`src/rtl/core/plid_pkg.sv`:
```
package plid_pkg;

   localparam int unsigned DATA_W = 32;
   localparam int unsigned POS_W  = 16;
   localparam int unsigned KIND_W = 2;
   localparam int unsigned STAT_W = 2;

   // Request kinds.
   localparam logic [KIND_W-1:0] KIND_INSERT = 2'd0;
   localparam logic [KIND_W-1:0] KIND_DELETE = 2'd1;
   localparam logic [KIND_W-1:0] KIND_LIST   = 2'd2;

   // Result status codes.
   localparam logic [STAT_W-1:0] STAT_DONE   = 2'd0;
   localparam logic [STAT_W-1:0] STAT_FULL   = 2'd1;
   localparam logic [STAT_W-1:0] STAT_NO_DEL = 2'd2;

   typedef struct packed {
      logic signed [DATA_W-1:0] entry_value;
      logic [STAT_W-1:0]        status;
      logic                     is_entry;
      logic                     list_empty;
      logic                     last_of_run;
   } res_type;

   typedef struct packed {
      logic re;
      logic we;
   } mem_ctl_type;

endpackage

```
`src/rtl/core/plid_ram.sv`:
```
module plid_ram import plid_pkg::*; #(
   parameter int unsigned DEPTH = 32,
   parameter int unsigned AW    = $clog2(DEPTH)
) (
   input  logic                     clock,
   input  mem_ctl_type              ctl,
   input  logic [AW-1:0]            raddr,
   input  logic [AW-1:0]            waddr,
   input  logic signed [DATA_W-1:0] wdata,
   output logic signed [DATA_W-1:0] rdata
);

   logic signed [DATA_W-1:0] store_ff [DEPTH];
   logic signed [DATA_W-1:0] rdata_ff;

   // Synchronous memory with a registered read port; the read data holds
   // while no read is issued.
   always_ff @(posedge clock) begin
      if (ctl.we) begin
         store_ff[waddr] <= wdata;
      end
      if (ctl.re) begin
         rdata_ff <= store_ff[raddr];
      end
   end

   assign rdata = rdata_ff;

endmodule

```
`src/rtl/core/plid_seq.sv`:
```
module plid_seq import plid_pkg::*; #(
   parameter int unsigned DEPTH = 32,
   parameter int unsigned AW    = $clog2(DEPTH),
   parameter int unsigned CW    = $clog2(DEPTH + 1)
) (
   input  logic                     clock,
   input  logic                     reset,
   input  logic                     req_valid,
   output logic                     req_ready,
   input  logic [KIND_W-1:0]        req_kind,
   input  logic [POS_W-1:0]         req_position,
   input  logic signed [DATA_W-1:0] req_content,
   output logic                     res_valid,
   input  logic                     res_ready,
   output res_type                  res,
   output mem_ctl_type              mem_ctl,
   output logic [AW-1:0]            mem_raddr,
   output logic [AW-1:0]            mem_waddr,
   output logic signed [DATA_W-1:0] mem_wdata,
   input  logic signed [DATA_W-1:0] mem_rdata
);

   typedef enum logic [2:0] {
      ST_IDLE,
      ST_SHIFT_RD,
      ST_SHIFT_WR,
      ST_WRITE_NEW,
      ST_RESULT,
      ST_LIST_RD,
      ST_LIST_EMIT
   } state_type;

   localparam logic [CW-1:0] DEPTH_C = CW'(DEPTH);

   state_type                state_ff, state_in;
   logic [CW-1:0]            count_ff, count_in;
   logic [CW-1:0]            cur_ff, cur_in;
   logic [CW-1:0]            pos_ff, pos_in;
   logic [KIND_W-1:0]        kind_ff, kind_in;
   logic signed [DATA_W-1:0] content_ff, content_in;
   logic [STAT_W-1:0]        status_ff, status_in;
   logic                     empty_ff, empty_in;
   logic [CW-1:0]            clamp_pos;
   logic [CW-1:0]            rd_ptr;
   logic                     list_last;

   always_comb begin
      if (POS_W'(count_ff) < req_position) begin
         clamp_pos = count_ff;
      end else begin
         clamp_pos = req_position[CW-1:0];
      end
      if (kind_ff == KIND_INSERT) begin
         rd_ptr = cur_ff - CW'(1);
      end else begin
         rd_ptr = cur_ff + CW'(1);
      end
      list_last = ((cur_ff + CW'(1)) == count_ff);
   end

   always_comb begin
      state_in   = state_ff;
      count_in   = count_ff;
      cur_in     = cur_ff;
      pos_in     = pos_ff;
      kind_in    = kind_ff;
      content_in = content_ff;
      status_in  = status_ff;
      empty_in   = empty_ff;
      req_ready  = 1'b0;
      res_valid  = 1'b0;
      res        = '0;
      mem_ctl    = '0;
      mem_raddr  = cur_ff[AW-1:0];
      mem_waddr  = cur_ff[AW-1:0];
      mem_wdata  = mem_rdata;

      case (state_ff)
         ST_IDLE: begin
            req_ready = 1'b1;
            if (req_valid) begin
               kind_in    = req_kind;
               content_in = req_content;
               status_in  = STAT_DONE;
               empty_in   = 1'b0;
               case (req_kind)
                  KIND_INSERT: begin
                     if (count_ff == DEPTH_C) begin
                        status_in = STAT_FULL;
                        state_in  = ST_RESULT;
                     end else begin
                        pos_in = clamp_pos;
                        cur_in = count_ff;
                        if (clamp_pos == count_ff) begin
                           state_in = ST_WRITE_NEW;
                        end else begin
                           state_in = ST_SHIFT_RD;
                        end
                     end
                  end
                  KIND_DELETE: begin
                     if (POS_W'(count_ff) <= req_position) begin
                        status_in = STAT_NO_DEL;
                        state_in  = ST_RESULT;
                     end else begin
                        pos_in = req_position[CW-1:0];
                        cur_in = req_position[CW-1:0];
                        if ((req_position[CW-1:0] + CW'(1)) == count_ff) begin
                           count_in = count_ff - CW'(1);
                           state_in = ST_RESULT;
                        end else begin
                           state_in = ST_SHIFT_RD;
                        end
                     end
                  end
                  KIND_LIST: begin
                     if (count_ff == '0) begin
                        empty_in = 1'b1;
                        state_in = ST_RESULT;
                     end else begin
                        cur_in   = '0;
                        state_in = ST_LIST_RD;
                     end
                  end
                  default: begin
                     state_in = ST_IDLE;
                  end
               endcase
            end
         end
         ST_SHIFT_RD: begin
            mem_ctl.re = 1'b1;
            mem_raddr  = rd_ptr[AW-1:0];
            state_in   = ST_SHIFT_WR;
         end
         ST_SHIFT_WR: begin
            mem_ctl.we = 1'b1;
            cur_in     = rd_ptr;
            if (kind_ff == KIND_INSERT) begin
               if (rd_ptr == pos_ff) begin
                  state_in = ST_WRITE_NEW;
               end else begin
                  state_in = ST_SHIFT_RD;
               end
            end else begin
               if ((rd_ptr + CW'(1)) == count_ff) begin
                  count_in = count_ff - CW'(1);
                  state_in = ST_RESULT;
               end else begin
                  state_in = ST_SHIFT_RD;
               end
            end
         end
         ST_WRITE_NEW: begin
            mem_ctl.we = 1'b1;
            mem_wdata  = content_ff;
            count_in   = count_ff + CW'(1);
            state_in   = ST_RESULT;
         end
         ST_RESULT: begin
            res_valid       = 1'b1;
            res.status      = status_ff;
            res.list_empty  = empty_ff;
            res.last_of_run = 1'b1;
            if (res_ready) begin
               state_in = ST_IDLE;
            end
         end
         ST_LIST_RD: begin
            mem_ctl.re = 1'b1;
            state_in   = ST_LIST_EMIT;
         end
         ST_LIST_EMIT: begin
            res_valid       = 1'b1;
            res.entry_value = mem_rdata;
            res.is_entry    = 1'b1;
            res.last_of_run = list_last;
            if (res_ready) begin
               if (list_last) begin
                  state_in = ST_IDLE;
               end else begin
                  cur_in   = cur_ff + CW'(1);
                  state_in = ST_LIST_RD;
               end
            end
         end
         default: begin
            state_in = ST_IDLE;
         end
      endcase
   end

   always_ff @(posedge clock) begin
      if (reset) begin
         state_ff <= ST_IDLE;
         count_ff <= '0;
      end else begin
         state_ff <= state_in;
         count_ff <= count_in;
      end
      cur_ff     <= cur_in;
      pos_ff     <= pos_in;
      kind_ff    <= kind_in;
      content_ff <= content_in;
      status_ff  <= status_in;
      empty_ff   <= empty_in;
   end

endmodule

```
`src/rtl/core/positional_list_insert_delete.sv`:
```
// Ordered list of up to DEPTH signed 32-bit values kept in one synchronous
// memory. Requests arrive on the req_ channel (valid/ready); each transfer
// carries a kind (insert, delete or list), a position and a value. Results
// leave on the rsp_ channel (valid/ready) from an output register; the last
// result of each request carries rsp_last_of_run. An unused kind is dropped
// without a result.
// The block handles one request at a time. An insert or a delete at
// position p shifts the entries behind p one per memory read and write
// state pair. A list request reads each entry from memory and hands it to
// the output register before reading the next. A request rejected as full
// or as nothing to delete goes straight to its result. Results are
// registered and appear in the cycle after hand-off.
// When the receiver stalls, the output register holds its transfer and the
// sequencer holds its next result, taking no request until it is handed off.
// Reset empties the list at once; the memory itself is not cleared, since
// entries at or above the count are never read.
module positional_list_insert_delete import plid_pkg::*; #(
   parameter int unsigned DEPTH = 32
) (
   input  logic                     clock,
   input  logic                     reset,
   input  logic                     req_valid,
   output logic                     req_ready,
   input  logic [KIND_W-1:0]        req_kind,
   input  logic [POS_W-1:0]         req_position,
   input  logic signed [DATA_W-1:0] req_content,
   output logic                     rsp_valid,
   input  logic                     rsp_ready,
   output logic signed [DATA_W-1:0] rsp_entry_value,
   output logic [STAT_W-1:0]        rsp_status,
   output logic                     rsp_is_entry,
   output logic                     rsp_list_empty,
   output logic                     rsp_last_of_run
);

   localparam int unsigned AW = $clog2(DEPTH);
   localparam int unsigned CW = $clog2(DEPTH + 1);

   logic                     res_valid;
   logic                     res_ready;
   res_type                  res;
   mem_ctl_type              mem_ctl;
   logic [AW-1:0]            mem_raddr;
   logic [AW-1:0]            mem_waddr;
   logic signed [DATA_W-1:0] mem_wdata;
   logic signed [DATA_W-1:0] mem_rdata;
   logic                     rsp_valid_ff;
   res_type                  rsp_ff;

   // Sequencer: decodes each request and walks the memory one entry at a
   // time to shift, fill or read out the list.
   plid_seq #(
      .DEPTH (DEPTH),
      .AW    (AW),
      .CW    (CW)
   ) u_seq (
      .clock        (clock),
      .reset        (reset),
      .req_valid    (req_valid),
      .req_ready    (req_ready),
      .req_kind     (req_kind),
      .req_position (req_position),
      .req_content  (req_content),
      .res_valid    (res_valid),
      .res_ready    (res_ready),
      .res          (res),
      .mem_ctl      (mem_ctl),
      .mem_raddr    (mem_raddr),
      .mem_waddr    (mem_waddr),
      .mem_wdata    (mem_wdata),
      .mem_rdata    (mem_rdata)
   );

   plid_ram #(
      .DEPTH (DEPTH),
      .AW    (AW)
   ) u_ram (
      .clock (clock),
      .ctl   (mem_ctl),
      .raddr (mem_raddr),
      .waddr (mem_waddr),
      .wdata (mem_wdata),
      .rdata (mem_rdata)
   );

   // The output register takes a new result whenever it is empty or its
   // current transfer completes in the same cycle.
   assign res_ready = !rsp_valid_ff || rsp_ready;

   always_ff @(posedge clock) begin
      if (reset) begin
         rsp_valid_ff <= 1'b0;
      end else if (res_ready) begin
         rsp_valid_ff <= res_valid;
      end
      if (res_ready && res_valid) begin
         rsp_ff <= res;
      end
   end

   assign rsp_valid       = rsp_valid_ff;
   assign rsp_entry_value = rsp_ff.entry_value;
   assign rsp_status      = rsp_ff.status;
   assign rsp_is_entry    = rsp_ff.is_entry;
   assign rsp_list_empty  = rsp_ff.list_empty;
   assign rsp_last_of_run = rsp_ff.last_of_run;

endmodule

```
`config.mk`:
```
export PLATFORM = sky130hd
export DESIGN_NAME = positional_list_insert_delete
export DESIGN_NICKNAME = d
export VERILOG_FILES = /design/src/rtl/core/plid_pkg.sv /design/src/rtl/core/plid_ram.sv /design/src/rtl/core/plid_seq.sv /design/src/rtl/core/positional_list_insert_delete.sv
export SDC_FILE = /design/constraint.sdc
export NUM_CORES = 1
export LEC_CHECK = 0
export BUFFER_PORTS_ARGS = -buffer_cell sky130_fd_sc_hd__buf_2
export CORE_MARGIN = 2
export CORE_UTILIZATION = 40
export DETAILED_ROUTE_END_ITERATION = 8
export PLACE_DENSITY = 0.54
export SETUP_SLACK_MARGIN = 0.02
export SYNTH_ARGS = -nofsm -noshare
export SYNTH_HDL_FRONTEND = slang
export SYNTH_SLANG_ARGS = --single-unit
```
`constraint.sdc`:
```
create_clock -name clock -period 9.75 [get_ports clock]
set_input_delay 0.4875 -clock clock [delete_from_list [all_inputs] [get_ports clock]]
set_output_delay 0.4875 -clock clock [all_outputs]
set_load 0.005 [all_outputs]
```
### After elaboration in Yosys (flattened, before gate mapping)

Memories as Yosys holds them, arrays and structs flattened. A register that Yosys moved wholly into a read port is not among the register bits.
Cells that the tools add are included.

| storage, ports and cells | value |
|---|---|
| bits in registers | 96 |
| RAM bits | 1,024 |
| memories | 1 |
| input bits | 54 |
| word-level logic and storage cells | 117 |
| output and inout port bits | 39 |

Memories:

| name | words | width | rd ports | clocked after memory_dff | wr ports | line | source |
|---|---|---|---|---|---|---|---|
| u_ram.store_ff | 32 | 32 | 1 | 1 | 1 | plid_ram.sv:13 | `logic signed [DATA_W-1:0] store_ff [DEPTH];` |

| cells by class | value |
|---|---|
| equality and inequality tests | 29 |
| $lt $le $gt $ge | 2 |
| reduce and logical (&&, ||, !) cells | 18 |
| $add $sub $neg | 6 |
| multiplexer cells | 47 |

Operator list:

| cell | number |
|---|---|
| two-way mux 6 bit | 15 |
| one-hot mux 6 bit (3 select lines) | 3 |
| two-way mux 32 bit | 1 |
| == test 6 bit | 5 |
| two-way mux 3 bit | 9 |
| adder 6 x 1 -> 6 bit, second input constant | 4 |
| one-hot mux 3 bit (7 select lines) | 1 |
| != test 2 bit, second input constant | 9 |
| <= comparator 6 x 16 -> 1 bit | 1 |
| < comparator 6 x 16 -> 1 bit | 1 |
| one-hot mux 6 bit (2 select lines) | 1 |
| subtractor 6 x 1 -> 6 bit, second input constant | 2 |
| two-way mux 1 bit | 10 |
| == test 3 bit, second input constant | 3 |
| != test 3 bit, second input constant | 3 |
| one-hot mux 3 bit (3 select lines) | 1 |
| AND reduction 8 bit | 1 |
| AND reduction 7 bit | 1 |
| == test 3 x 2 -> 1 bit, second input constant | 2 |
| == test 6 bit, second input constant | 1 |
| logical NOT 6 bit | 1 |
| two-way mux 2 bit | 3 |
| nonzero test 3 bit | 2 |
| OR reduction 2 bit | 3 |
| 17 further kinds | 19 |

### Longest topological paths before layout

| depth | value |
|---|---|
| depth in word-level cells | 8 |
| mapped depth | 12 |
| depth with buffers taken out | 11 |

### Cells and area by module

Synthesis repeated with hierarchy kept, for this count alone.

| unflattened totals | value |
|---|---|
| cell total of the unflattened synthesis | 2,728 |
| area, all modules | 46,259.4 sq um |

By module, submodules not included:

| module | area an instance (sq um) | seq. area each (sq um) | instances | cells each |
|---|---|---|---|---|
| plid_ram | 40,812.9 | 31,710.4 | 1 | 2,260 |
| plid_seq | 4,280.4 | 1,651.6 | 1 | 426 |
| positional_list_insert_delete | 1,166.1 | 1,131.1 | 1 | 42 |

### Least setup slack after synthesis

No wires, ideal clock.

| path | value |
|---|---|
| path type | input -> register |
| start point | input req_position[2] |
| end point | register u_seq.cur_ff[0] (enable) |
| library setup time | 0.405 ns |
| path buffers | 1 |
| setup slack | 6.347 ns |
| required time | 9.345 ns |
| cell stages on the path | 10 |
| data arrival time | 2.998 ns |
| path through | clkbuf_1 -> inv_1 -> ha_1 -> o21ai_0 -> a21oi_1 -> nor4_1 -> o31a_1 -> a21oi_1 -> a21oi_1 -> a2111oi_0 |

| between the ends | value |
|---|---|
| cells in the longest elaborated chain, start to end | 3 |

Ends and longest elaborated chain:

| element | line | source |
|---|---|---|
| start: declaration | positional_list_insert_delete.sv:25 | `input logic [POS_W-1:0] req_position,` |
| <= comparator 6 x 16 -> 1 bit | plid_seq.sv:102 | `if (POS_W'(count_ff) <= req_position) begin` |
| != test 3 bit (no line) | n/a |  |
| AND reduction 8 bit (no line) | n/a |  |
| end signal: assignment | plid_seq.sv:201 | `cur_ff <= cur_in;` |
| end: declaration | plid_seq.sv:37 | `logic [CW-1:0] cur_ff, cur_in;` |

Every way passes these cells.
A chain may end at the register's enable or synchronous reset.

### Worst setup path after layout

| path | value |
|---|---|
| start point | register u_seq.cur_ff[0] |
| end point | register u_ram.rdata_ff[23] (netlist: u_ram.rdata[23]) (read register of u_ram.store_ff), data pin |

| between the ends | value |
|---|---|
| cells in the longest elaborated chain, start to end | 3 |
| elaborated cells on any way between the ends | 4 |
| those cells by class | add/sub (2); mux (2) |

Ends and longest elaborated chain:

| element | line | source |
|---|---|---|
| adder 6 x 1 -> 6 bit or subtractor 6 x 1 -> 6 bit (tied branches) | plid_seq.sv:56, plid_seq.sv:54 |  |
| two-way mux 6 bit | plid_seq.sv:53 | `if (kind_ff == KIND_INSERT) begin` |
| two-way mux 5 bit * | plid_seq.sv:78 | `case (state_ff)` |
| end: declaration | plid_ram.sv:14 | `logic signed [DATA_W-1:0] rdata_ff;` |

Mark *: on every way between the ends. The rest lies on a longest branch, timed or not.

==> results.md <==
* Status: finished clean
* Yosys Warn Count at 0
* Number of global-route vias before repair at between 20,000 and 30,000
* Hold-fix buffers at CTS at 34
* FILL cells at 9,900
* Leakage at 0.0174 uW
* Initial DRT Pass Iterations at 5
* PortBufs at 92
* Area growth syn-to-layout at 13.5%
* CP arrival at 5.24 ns
* Relative slew margins at 24.2%
* Reg2reg end: u_ram.rdata[23]$_DFFE_PP_
* Initial Utilization at 40.4%
* RR Startpoint: u_seq.cur_ff[0]$_DFFE_PP_
* Final WL at between 100 and 150 mm
* Vias per inst at 5.78
* Clock Path Buffers at 3
* Routed Antenna Nets at 0
* # setup viols final at 0
* Cell count after placement at 4,346
* Syn Area/Cell at 16.1 sq um
* HPWL Detailed at 64.7 mm
* Clk root buf: clkbuf_16
* Pre-CTS setup slack at 5.02 ns
* Pwr dens at 218 nW/um^2
* Mapped Cells at roughly 2,900
* Final period util at between 40 and 50%
* Post-CTS Setup Inserts at 0
* Final Slew Violations at 0
* Share of flip-flops with an asynchronous set or reset at 0%
* Die Ht at 344 um
* Largest net degree at the start of global routing at 180
* Main synth FF type: edfxtp_1
* Rows at 124
* Final nets at 3,060
* Worst Hold End: u_seq.count_ff[0]$_SDFFE_PP0P_
* GR Util All Layers at roughly a fifth
* Syn_nets at 2,942
* Cell Area, Placed at 48,600 sq um
* Final min period at 4.84 ns
* Routed length per instance at 27.7 um
* CTS tree: done
* Gr ovfl total at 0
* Non-filler cells in the finished layout at 4,594
* Post-synth EDFFs at 1,142
* Post-route setup TNS at 0 ns
* Seq/Total Area, Yosys at 74.5%
* Peak VDD IR at approximately 0.16 mV
* Hold path startpoint: reset
* Drt drc at 0
* Fmax at slightly above 200 MHz
* Seq cells post-synth at 1,152
* First-pass GRT wire length at 182 mm
* Post-Syn Area at about 46,000 sq um
* Setup ws final at 4.91 ns
* Core region area at 115,000 sq um
* Final Hold Viols at 0
* CP startpoint: u_seq.cur_ff[0]$_DFFE_PP_
* Finished Cell Area at 52,500 sq um
* Clk pin slew, worst setup/hold paths at 0.07 ns
* Setup slack, reg-to-reg at 4.91 ns
* RD Place Congestion at around 0.82
* CP Class: reg2reg
* R2r worst-path depth at 9
* Unique masters post-synth at around 70
* Share of cells above drive strength 1 at roughly 17%
* Cts repair resizes at 0
* Crit-path max FO at 70
* RSZ-0062 raised after global routing: false
* Slew @ Worst Pin at 1.13 ns
* Die X at 344 um
* Max-Cap Viols at 0
* Via count at 26,600
* Startpoint Class: flop
* Total die area at 118,000 sq um
* Iteration-0 DRC Markers at 2,794
* Boundary Pins at between 90 and 100
* Total Power at between 10,000 and 15,000 uW
* Critical path data required time at 10.15 ns
* Initial antenna violation count at 5
* CTS H-tree lvls at 3
* Cts bufs inserted at ~110
* Hold path cells at 2
* Worst Skew at 0.0241 ns
* CP Capture Type: flop
* Clk Latency, worst-skew pair at ~0.70 ns
* Worst Hold Class: in2reg
* CTS sink count at 1,152
[power by group]
part | total, uW | switching (uW) | internal, uW
Combinational | 1620 | 1020 | 599
Sequential | 5590 | 61.1 | 5530
Clock | 4220 | 1830 | 2390
Total | 11400 | 2910 | 8510
[through the flow]
stage / hold slack, ns / util, %
2_1_floorplan: 0.539 / -
3_3_place_gp: 0.565 / 42.5
3_5_place_dp: 0.570 / 42.5
4_1_cts: 0.0928 / 45.9
5_1_grt: 0.125 / 45.9
6_report: 0.136 / 45.9
[worst max path at each step]
stage / endpoint / slack (ns) / cells after the start
floorplan: u_seq.cur_ff[0]$_DFFE_PP_ / 6.35 / 10
CTS: u_ram.rdata[28]$_DFFE_PP_ / 5.00 / 8
finish: u_ram.rdata[23]$_DFFE_PP_ / 4.91 / 9
detailed placement: u_ram.rdata[28]$_DFFE_PP_ / 5.02 / 8
global placement: u_ram.rdata[23]$_DFFE_PP_ / 5.06 / 9
global route: u_ram.rdata[23]$_DFFE_PP_ / 4.60 / 9
[critical path: stages, from the launching register on]
cell and delay, ns:
edfxtp_1 0.65, inv_1 0.27, ha_1 0.27, nor3b_1 0.15, nor3_1 0.62, o31a_2 0.77, buf_4 0.85, a311oi_1 0.21
a31oi_1 0.55, a221oi_2 0.15
[final cells by class]
cell class                 count  area (sq um)  share of cell area [%]
sequential                  1152         34500                    65.7
antenna                        1          2.50                 0.00476
inverter                      16          60.1                   0.114
clock buffer                 158          3090                    5.89
timing repair buffer         182          1280                    2.44
clock inverter                55           442                   0.841
tap                         1512          1890                    3.60
multi-input combinational   1518         11300                    21.4
[sequential cells by signal (all words and copies together) (netlist names)]
name / count
u_ram.store_ff: 1024
u_seq.state_ff: 3
rsp_last_of_run: 1
rsp_valid: 1
u_seq.kind_ff: 2
u_seq.content_ff: 32
u_seq.empty_ff: 1
u_seq.cur_ff: 6
rsp_list_empty: 1
u_seq.count_ff: 6
rsp_status: 2
u_seq.status_ff: 2
u_ram.rdata: 32
rsp_entry_value: 32
rsp_is_entry: 1
u_seq.pos_ff: 6
[logic make-up after synthesis]
| logic type | share of synthesized area, % |
|---|---|
| AND/OR/NAND/NOR | 9.16 |
| XOR/XNOR | 0.895 |
| buffers and inverters | 1.90 |
| AO/OA/AOI/OAI | 5.01 |
| multiplexers | 7.89 |
| adder cells (fa/ha/maj) | 0.611 |
| flip-flops | 74.5 |
[synth_stat cells, types with 6 or more instances]
cell / count / area share (%)
xnor2_1: 19 / 0.36
o21ai_0: 15 / 0.16
nor3b_1: 9 / 0.15
and3_1: 99 / 1.3
clkbuf_1: 90 / 0.73
buf_4: 15 / 0.24
a21oi_1: 26 / 0.28
a221oi_1: 20 / 0.38
nand3_1: 133 / 1.4
ha_1: 21 / 0.57
a31oi_1: 69 / 0.93
mux2_2: 34 / 0.83
nand2_1: 607 / 4.9
dfxtp_1: 10 / 0.43
a221oi_2: 13 / 0.42
edfxtp_1: 1142 / 74
xor2_1: 18 / 0.34
inv_1: 16 / 0.13
nor4_1: 6 / 0.081
nor3_1: 10 / 0.11
nor2b_1: 7 / 0.095
nor2_1: 61 / 0.49
mux4_2: 128 / 6.2
mux2i_1: 35 / 0.76
o31a_1: 6 / 0.11
a32o_1: 32 / 0.69
buf_2: 57 / 0.62
nand4_1: 10 / 0.14
a311oi_1: 70 / 1.3
buf_1: 16 / 0.13
[routing by layer]
metal | track usage (%) | part of all wire (%)
met3 | 4.13 | 7.8
met1 | 30.8 | 44
met4 | 5.58 | 2.2
met5 | 0 | 0.0086
met2 | 33.2 | 46
[placed cells by master (no fill, tap or decap), types with 34 or more instances in the layout]
master and instances:
and3_1 99, buf_2 92, mux2_2 34, dlygate4sd3_1 34, mux4_2 128, clkbuf_1 40
a311oi_1 70, a31oi_1 69, buf_4 51, clkbuf_16 117, edfxtp_1 1142, nand3_1 133
nand2_1 606
No activity file was read; power rests on OpenSTA's default activity.
